===== src/hw/rtl/sads_pkg.sv =====
// Shared types and codes for the shared-array double stack.
// No dependencies; imported by sads_ctrl, sads_chk and shared_array_double_stack.
`default_nettype none

package sads_pkg;

    localparam int CAP_W      = 11;
    localparam int PAYLOAD_W  = 32;
    localparam int USER_IN_W  = 2;
    localparam int USER_OUT_W = 5;
    localparam logic [CAP_W-1:0] CAP_RESET = 11'd1024;

    localparam logic OP_PUSH   = 1'b0;
    localparam logic OP_POP    = 1'b1;
    localparam logic SIDE_LOW  = 1'b0;
    localparam logic SIDE_HIGH = 1'b1;

    typedef enum logic [1:0] {
        ST_DONE  = 2'd0,
        ST_FULL  = 2'd1,
        ST_EMPTY = 2'd2
    } t_status;

    // result of one request as decided by the pointer logic
    typedef struct packed {
        t_status status;
        logic    pop_ok;
        logic    is_full;
        logic    low_empty;
        logic    high_empty;
    } t_info;

endpackage

`default_nettype wire


===== src/hw/rtl/sads_ctrl.sv =====
// Stack pointers, capacity register and the push/pop decision.
// Depends on sads_pkg; drives the address and strobes of sads_mem.
`default_nettype none

module sads_ctrl #(
    parameter int DEPTH = 1024
) (
    input  wire                          i_clk,
    input  wire                          i_rst_n,
    input  wire                          i_cfg_wr,
    input  wire [sads_pkg::CAP_W-1:0]    i_cfg_data,
    input  wire                          i_req,
    input  wire                          i_op,
    input  wire                          i_side,
    output logic                         o_we,
    output logic                         o_re,
    output logic [$clog2(DEPTH)-1:0]     o_addr,
    output sads_pkg::t_info              o_info
);

    import sads_pkg::*;

    localparam int AW      = $clog2(DEPTH);
    localparam int CAP_MAX = (DEPTH < 2047) ? DEPTH : 2047;
    localparam int CW      = $clog2(CAP_MAX + 1);
    localparam int XW      = ((AW > CW) ? AW : CW) + 1;

    logic [CAP_W-1:0] r_cap;
    logic [CW-1:0]    r_low, r_high;
    logic [CW-1:0]    n_low, n_high;
    logic [CW-1:0]    cap_use;
    logic [31:0]      cap_w;
    logic             full_now;
    logic [XW-1:0]    low_x, high_x, cap_x, addr_x;
    logic             we, re;
    t_status          status;

    // zero counts as one, anything above the store depth as the depth
    always_comb begin
        cap_w = {{(32-CAP_W){1'b0}}, r_cap};
        if (cap_w == 32'd0) begin
            cap_w = 32'd1;
        end
        if (cap_w > 32'(DEPTH)) begin
            cap_w = 32'(DEPTH);
        end
        cap_use = cap_w[CW-1:0];
    end

    assign low_x    = XW'(r_low);
    assign high_x   = XW'(r_high);
    assign cap_x    = XW'(cap_use);
    assign full_now = ({1'b0, r_low} + {1'b0, r_high}) >= {1'b0, cap_use};

    always_comb begin
        n_low  = r_low;
        n_high = r_high;
        status = ST_DONE;
        we     = 1'b0;
        re     = 1'b0;
        addr_x = low_x;
        if (i_op == OP_PUSH) begin
            if (full_now) begin
                status = ST_FULL;
            end else if (i_side == SIDE_LOW) begin
                addr_x = low_x;
                we     = 1'b1;
                n_low  = r_low + CW'(1);
            end else begin
                addr_x = cap_x - XW'(1) - high_x;
                we     = 1'b1;
                n_high = r_high + CW'(1);
            end
        end else begin
            if (i_side == SIDE_LOW) begin
                if (r_low == '0) begin
                    status = ST_EMPTY;
                end else begin
                    addr_x = low_x - XW'(1);
                    re     = 1'b1;
                    n_low  = r_low - CW'(1);
                end
            end else begin
                if (r_high == '0) begin
                    status = ST_EMPTY;
                end else begin
                    addr_x = cap_x - high_x;
                    re     = 1'b1;
                    n_high = r_high - CW'(1);
                end
            end
        end
    end

    assign o_we   = i_req & we;
    assign o_re   = i_req & re;
    assign o_addr = addr_x[AW-1:0];

    // flags as they stand after this request
    assign o_info.status     = status;
    assign o_info.pop_ok     = re;
    assign o_info.is_full    = ({1'b0, n_low} + {1'b0, n_high}) >= {1'b0, cap_use};
    assign o_info.low_empty  = (n_low == '0);
    assign o_info.high_empty = (n_high == '0);

    always_ff @(posedge i_clk) begin
        if (!i_rst_n) begin
            r_cap  <= CAP_RESET;
            r_low  <= '0;
            r_high <= '0;
        end else if (i_cfg_wr) begin
            r_cap  <= i_cfg_data;
            r_low  <= '0;
            r_high <= '0;
        end else if (i_req) begin
            r_low  <= n_low;
            r_high <= n_high;
        end
    end

endmodule

`default_nettype wire


===== config.mk =====
export PLATFORM = sky130hd
export DESIGN_NAME = sads_ctrl
export DESIGN_NICKNAME = d
export VERILOG_FILES = /design/src/hw/rtl/sads_pkg.sv /design/src/hw/rtl/sads_ctrl.sv
export SDC_FILE = /design/constraint.sdc
export NUM_CORES = 1
export LEC_CHECK = 0
export BUFFER_PORTS_ARGS = -buffer_cell sky130_fd_sc_hd__buf_2
export CORE_MARGIN = 4
export CORE_UTILIZATION = 25
export DETAILED_ROUTE_END_ITERATION = 8
export PLACE_DENSITY = 0.46
export SETUP_SLACK_MARGIN = 0.02
export SLEW_MARGIN = 10
export SYNTH_ARGS = -nofsm -noshare
export SYNTH_HDL_FRONTEND = slang
export SYNTH_SLANG_ARGS = --single-unit

===== constraint.sdc =====
create_clock -name i_clk -period 8.35 [get_ports i_clk]
set_clock_uncertainty 0.2 [all_clocks]
set_input_delay 1.2525 -clock i_clk [delete_from_list [all_inputs] [get_ports i_clk]]
set_output_delay 1.2525 -clock i_clk [all_outputs]
set_load 0.005 [all_outputs]

# == After elaboration in Yosys (flattened, before gate mapping) ==
# Index checks and enable logic that the tools add are counted.
# classes
n_addsub,10
n_lt_le_gt_ge,3
muxes,29
n_bitwise,3
n_reduce_logical,6
# ops
cell,count
$mux 11,12
$mux 10,6
$logic_not 11->1,5
$gt 32x11->1 const B,1
$add 11x11->12,2
$ge 12x11->1,2
$add 11x1->11 const B,2
$sub 11x1->11 const B,2
$sub 10x1->10 const B,2
$sub 10x10->10,2
$mux 2,4
$mux 1,7
$and 1x1->1,2
$reduce_or 2->1,1
$not 1->1,1
# word_totals
ff_bits,33
in_bits,17
output_inout_bits,18
wordCells,54

# == Logic depth before layout (Yosys ltp) ==
# Gate-level depths: netlist of run 1.
# depth
depth_word,9
ltp_mapped,36
depth_no_buf,35

# == Worst setup path before layout of run 1 ==
# No wires, ideal clock.
# synth_timing
path_kind,reg-to-output
start,register r_high[0]
end,output port o_info[2] in the netlist's numbering
arrival_time_ps,6028
required_time_ps,6898
setup_slack_ps,870
stages_incl_launch_ff,37
path_buffers,1
path_cell_list,dfxtp_1 ha_1 inv_1 fa_1 nor2b_1 o21ai_0 a21boi_0 o21ai_0 nand2b_1 a31o_2 a21o_1 a21oi_1 xnor2_1 ha_1 a211oi_2 o21ai_1 or2_1 nor3_2 and2_1 buf_6 mux2i_1 or2_2 ha_1 inv_1 fa_1 inv_1 a21oi_1 o21ai_0 a21o_1 a21o_1 a31o_2 a21o_1 a21oi_1 xnor2_1 ha_1 a211oi_1 nand3_1
# synth_lines
element,line_no,source
from (decl),sads_ctrl.sv:29,"logic [CW-1:0] r_low, r_high;"
from (signal assigned),sads_ctrl.sv:117,r_high <= n_high;
to (decl),sads_ctrl.sv:18,output sads_pkg::t_info o_info

==> results of run 1 <==
[power groups by stage]
stage | clock network (mW) | logic (mW) | registers [mW]
2_1_floorplan | 0 | 0.231 | 0.172
3_3_place_gp | 0 | 0.329 | 0.175
3_5_place_dp | 0 | 0.326 | 0.175
4_1_cts | 0.259 | 0.328 | 0.171
5_1_grt | 0.263 | 0.377 | 0.172
6_report | 0.253 | 0.337 | 0.172
[worst max path at each step]
stage          slack (ns)  cells after the start         to
3_3_place_gp         0.53                     34  o_info[2]
5_1_grt              0.02                     36  o_info[2]
3_5_place_dp         0.40                     34  o_info[2]
4_1_cts              0.06                     34  o_info[2]
6_report             0.40                     36  o_info[2]
2_1_floorplan        0.87                     36  o_info[2]
[state kept, by name, summed over array words and instances, names as in the netlist]
| register | flops |
|---|---|
| r_low | 11 |
| r_high | 11 |
| r_cap | 11 |
[kinds of logic (layout without fill, tap and decap cells)]
group	Yosys count	in the layout	synth area share
simple gates	245	245	0.2599
buf+inv	79	110	0.06452
compound gates	168	168	0.2299
flops	33	33	0.1379
xor+xnor	54	54	0.09875
fa+ha+maj	64	64	0.1735
mux	17	17	0.03553
[worst max-delay path, delay by kind of cell, from the launching register on]
kind | cells | cell delay [ns]
muxes | 1 | 0.07
DFF | 1 | 0.33
AOI/OAI and AO/OA | 16 | 2.46
adders and majority gates | 6 | 1.45
buffers and inverters | 4 | 0.31
and+or+nand+nor | 7 | 1.32
xor gates and xnor gates | 2 | 0.26
[cell usage in the layout, fill, tap and decap left out, types with 6 or more instances in the layout]
master,instances
nor4_1,6
a211oi_1,10
nor2_1,70
nand3_1,18
mux2i_1,17
nand4_1,10
buf_4,21
a21o_1,21
or4_1,6
o21ai_0,34
dfxtp_1,31
nor3_1,12
nor2b_1,16
a31oi_1,6
buf_2,34
ha_1,59
inv_1,43
xor2_1,20
or3_1,7
o21a_1,6
nand2_1,65
a21oi_1,44
xnor2_1,33
nand2b_1,6
[repair_timing]
action,in CTS,in global routing
buffers inserted,0,3
setup endpoints to repair,0,1
resized for setup,0,23
[metrics by stage]
step	util	power, mW	area (sq um)	std cells
5_1_grt	0.2950	0.8120	5537	925
2_1_floorplan	-	0.4031	4790	660
3_5_place_dp	0.2800	0.5008	5255	914
6_report	0.2950	0.7614	5537	925
4_1_cts	0.2903	0.7580	5449	922
3_3_place_gp	0.2800	0.5036	5255	914
[cell type report]
| type | instances | share of cell area |
|---|---|---|
| multi-input cells | 548 | 0.7012 |
| flip-flops and latches | 33 | 0.1198 |
| repair buffers | 55 | 0.05921 |
| well taps | 234 | 0.05288 |
| inverters | 47 | 0.03186 |
| clock buffers | 5 | 0.02260 |
| clock inverters | 3 | 0.01243 |
[metal layers]
metal / vias to the layer above / global-route usage / share of wire
li1: 2403 / - / -
met2: 169 / 0.2450 / 0.44
met1: 2228 / 0.2231 / 0.48
met3: 33 / 0.02048 / 0.045
met4: 0 / 0.05503 / 0.031
met5: - / 0 / 0
==> results.py, run 1 <==
metrics = {
    "status": {
        "outcome": "completed",
    },
    "cts": {
        "clock-sinks": 33,
        "path_clk_slew_ns": 0.06,
        "clkLatencyLatePin_ns": 0.29,
        "cts.htree.levels": 2,
        "tritoncts": "done",
        "numCtsBuffers": 5,
        "cts_root_buf": "clkbuf_16",
        "cts_max_path_buffers": 2,
        "hold_buffers": 0,
    },
    "timing": {
        "fmax_mhz": 125.8,
        "post-route-min-period_ns": 7.947,
        "setup_slack_ns": 0.4029,
        "holdWs_ns": 0.3396,
        "drv_slew": 0,
        "finalCritPeriodShare": 0.9517,
        "maxSlewHeadroom": 0.2796,
        "setup_violations": 0,
        "grt_setup_unrepaired": "no",
        "fin_setup_tns_ns": 0,
        "hold_violations": 0,
        "worst_pin_slew_ns": 1.081,
    },
    "critical_path": {
        "worst-path-max-fanout": 4,
        "required_ns": 6.90,
        "r2r-start": "r_low[0]",
        "ff2ff_setup_slack_ns": 3.69,
        "cpPeakStageDelay_ns": 0.38,
        "critPathArrivalTime_ns": 6.49,
        "crit_start": "r_low[0]",
        "crit_type": "flop to output pin",
        "worst_path_max_delay_cell": "fa_2",
        "path_common_cell": "a21o_1",
        "cp-end-kind": "output pin",
        "reg2reg_depth": 22,
        "rr_endpoint": "r_high[9]",
        "critPathLaunchType": "flop",
    },
    "global_routing": {
        "grt_pass1_wl_mm": 26.65,
        "antenna_found_initial": 0,
        "grtUsageTotal": 0.1573,
        "grt_pass1_vias": 4651,
        "grt-ovfl-total": 0,
        "grt_max_degree": 38,
    },
    "synth": {
        "syn-num-nets": 741,
        "synth_warnings": 0,
        "synth.distinct_cells": 71,
        "ys_seq_area_frac": 0.1379,
        "ys_ff_latch": 33,
        "synth-async-reset-ratio": 0,
        "synth_area_per_cell_sq_um": 7.257,
        "synth_top_cells_by_count": "71 x nor2_1, 66 x nand2_1, 60 x ha_1, 48 x a21oi_1, 43 x inv_1",
        "synth_area_sq_um": 4790,
        "synth.most_common_cell": "nor2_1",
        "synthCells": 660,
        "netlist_top_cells_area": "ha_1 16%, dfxtp_1 14%, xnor2_1 6.2%, nor2_1 5.6%, nand2_1 5.2%",
        "netlist.area_leader.share": 0.1567,
        "synth_largest_area_cell": "ha_1",
        "synthFlopType": "dfxtp_1",
        "synth_edf_count": 0,
    },
    "routing": {
        "drtAntennaViolNets": 0,
        "detail_route.vias_per_cell": 5.225,
        "drt_iter0_drc": 372,
        "wl_per_cell_um": 18.54,
        "dr.pass1.iters": 7,
        "routed_wl_mm": 17.15,
        "drcViolationCount": 0,
        "vias": 4833,
    },
    "floorplanning": {
        "initial_core_util": 0.2552,
        "die_x_um": 146.4,
        "rows": 50,
        "fp.coreArea_sq_um": 18770,
        "dieArea_sq_um": 21440,
        "die_y_um": 146.4,
        "pin_count": 35,
    },
    "worst_hold_path": {
        "hp-class": "flop to flop",
        "min_to": "r_cap[9]",
        "whs_path_depth": 2,
        "min-delay-start": "r_cap[9]",
    },
    "final_layout": {
        "syn_to_final_growth_pct": 15.60,
        "nets": 771,
        "nFillCells": 2090,
        "regArea_sq_um": 663.1,
        "drive_gt1_frac": 0.1505,
        "diodes": 0,
        "multi_input_area_sq_um": 3882,
    },
    "pwr": {
        "power_frac_seq": 0.226,
        "combinationalPowerShare": 0.443,
        "switching_power_mw": 0.2856,
        "power.density_nw_per_um2": 137.5,
        "leakage_nw": 2.592,
        "ir_worst_vdd_mv": 0.07074,
        "swShare": 0.3751,
        "clockPowerShare": 0.332,
        "p_int_mw": 0.4758,
    },
    "placement": {
        "place_hpwl_mm": 13.71,
        "dpl_worst_slack_ns": 0.4011,
        "io_buffers": 34,
        "place_congestion": 0.9083,
    },
    "job": {
        "drv_cap": 0,
    },
}
Note: power is estimated with default switching activity, not from simulation.
==> inputs of run 2 (changes only) <==
--- a/config.mk
+++ b/config.mk
@@ -5,9 +5,11 @@
 export SDC_FILE = /design/constraint.sdc
 export NUM_CORES = 1
 export LEC_CHECK = 0
-export BUFFER_PORTS_ARGS = -buffer_cell sky130_fd_sc_hd__buf_2
+export BUFFER_PORTS_ARGS = -buffer_cell sky130_fd_sc_hd__clkbuf_2
 export CORE_MARGIN = 4
 export CORE_UTILIZATION = 25
+export CTS_BUF_LIST = sky130_fd_sc_hd__clkbuf_16
+export CTS_CLUSTER_DIAMETER = 120
 export DETAILED_ROUTE_END_ITERATION = 8
 export PLACE_DENSITY = 0.46
 export SETUP_SLACK_MARGIN = 0.02
==> run 2 against run 1 <==
Effect of this change:
- die area unchanged
- largest power group unchanged
- flip-flop and latch count unchanged
- count of clock-buffer cells in the layout unchanged
- core utilization down 0.29 points
- fmax up 0.67%
- register-to-register slack about the same
- critical path depth unchanged
- global-route usage down 0.14 points
- critical endpoint unchanged
- worst hold slack worse by 0.0012 ns
- highest routed layer unchanged
- wire length down 1.3%
==> results.py, run 2 (synthesis gave the netlist of run 1 again) <==
metrics = {
    "cts": {
        "cts_max_path_buffers": 2,
        "cts_root_buf": "clkbuf_16",
        "numCtsBuffers": 5,
        "clock-sinks": 33,
        "clkLatencyLatePin_ns": 0.28,
        "tritoncts": "done",
        "path_clk_slew_ns": 0.06,
        "cts.htree.levels": 2,
    },
    "critical_path": {
        "r2r-start": "r_low[0]",
        "crit_buf_inv": 4,
        "rr_endpoint": "r_high[9]",
        "ff2ff_setup_slack_ns": 3.70,
        "required_ns": 6.90,
        "worst_path_max_delay_cell": "fa_2",
        "cp_top_family": "compound AO/OA/AOI/OAI gates",
        "cpPeakStageDelay_ns": 0.37,
        "cp-end-kind": "output pin",
        "cp.depth": 36,
        "worst-path-max-fanout": 4,
        "reg2reg_depth": 22,
        "critPathArrivalTime_ns": 6.44,
        "critPathLaunchType": "flop",
        "crit_type": "flop to output pin",
    },
    "timing": {
        "fin_setup_tns_ns": 0,
        "holdWs_ns": 0.3384,
        "finalCritPeriodShare": 0.9454,
        "maxSlewHeadroom": 0.2317,
        "worst_pin_slew_ns": 1.152,
        "hold_violations": 0,
        "setup_violations": 0,
        "fmax_mhz": 126.7,
        "grt_setup_unrepaired": "no",
        "post-route-min-period_ns": 7.894,
        "drv_slew": 0,
        "setup_slack_ns": 0.4559,
    },
    "placement": {
        "place_hpwl_mm": 13.62,
        "io_buffers": 34,
        "place_congestion": 0.9002,
        "dpl_worst_slack_ns": 0.4069,
        "placed_area_sq_um": 5248,
        "place_inst": 913,
    },
    "final_layout": {
        "largest_registers": "r_cap x11, r_high x11, r_low x11",
        "final_cell_mix": "70 x nor2_1, 65 x nand2_1, 59 x ha_1, 45 x a21oi_1, 43 x inv_1",
        "fin_util": 0.2921,
        "layoutNonFillerInstCount": 925,
        "nets": 771,
        "final_common_cell": "nor2_1",
        "fin_area_sq_um": 5482,
        "syn_to_final_growth_pct": 14.45,
        "drive_gt1_frac": 0.1476,
        "diodes": 0,
    },
    "routing": {
        "detail_route.vias_per_cell": 5.173,
        "wl_per_cell_um": 18.31,
        "dr.pass1.iters": 5,
        "vias": 4785,
        "routed_wl_mm": 16.94,
        "drtAntennaViolNets": 0,
        "drt_iter0_drc": 328,
        "drcViolationCount": 0,
    },
    "global_routing": {
        "met1_usage": 0.2253,
        "antenna_found_initial": 0,
        "grt-ovfl-total": 0,
        "grt_pass1_vias": 4662,
        "grtUsageTotal": 0.1559,
        "use_met3": 0.02017,
        "grt_util_met2": 0.2420,
        "grt_max_degree": 38,
        "top_usage_layer": "met2",
        "grt_pass1_wl_mm": 26.58,
    },
    "job": {
        "drv_cap": 0,
    },
    "pwr": {
        "leakage_nw": 2.566,
        "power.density_nw_per_um2": 126.9,
        "finalPower_mw": 0.6954,
        "ir_worst_vdd_mv": 0.08071,
    },
    "worst_hold_path": {
        "hp-class": "flop to flop",
        "whs_path_depth": 2,
        "min-delay-start": "r_cap[8]",
        "min_to": "r_cap[8]",
    },
    "floorplanning": {
        "rows": 50,
        "die_x_um": 146.4,
        "initial_core_util": 0.2552,
        "pin_count": 35,
        "fp.coreArea_sq_um": 18770,
        "dieArea_sq_um": 21440,
        "die_y_um": 146.4,
    },
    "status": {
        "outcome": "completed",
    },
}
==> run 2: cell types whose count changed in the layout (fill, tap and decap cells not counted) <==
cell       before  now
buf_2          34    0
clkbuf_2        0   34
bufinv_16       2    0
a21oi_1        44   45
a21oi_2         4    3
clkinv_1        3    4
clkinv_2        0    1
clkinv_4        0    1
inv_6           1    0
==> run 2: layout make-up <==
class / count / area, sq um
clock inverter: 3 / 17.52
inverter: 47 / 176.4
sequential: 33 / 663.1
timing repair buffer: 55 / 327.8
tap: 234 / 292.8
fill: 2076 / 13290
clock buffer: 5 / 125.1
multi-input combinational: 548 / 3879
==> run 2: metal layers <==
metal  part of all wire  routed length [um]
met5                  0                   0
met4              0.024                 410
met3              0.050                 852
met2               0.44                7421
met1               0.49                8252
==> run 2: worst min-delay path, delay by kind of cell (launching register included) <==
kind          cells  cell delay (ns)
flops             1             0.32
mux               1             0.12
simple gates      1             0.05
==> run 2: worst max-delay path by stage <==
stage / startpoint / end / slack [ns]
after floorplan: r_high[0] / o_info[2] / 0.87
after global placement: r_high[2] / o_info[2] / 0.55
after detailed placement: r_high[1] / o_info[2] / 0.41
after CTS: r_high[1] / o_info[2] / 0.07
after global routing: r_low[0] / o_info[2] / 0.02
final: r_low[0] / o_info[2] / 0.46
==> run 2: repair_timing <==
action                                  4_1_cts  5_1_grt
setup buffers                                 0        4
hold buffers                                  0        0
endpoints found under the setup margin        0        1
gates resized for setup                       0       22
==> run 2: where the power goes <==
part / internal [mW] / switching (mW)
combinational: 0.140 / 0.197
clock: 0.110 / 0.0773
sequential: 0.164 / 0.00776
total: 0.413 / 0.282
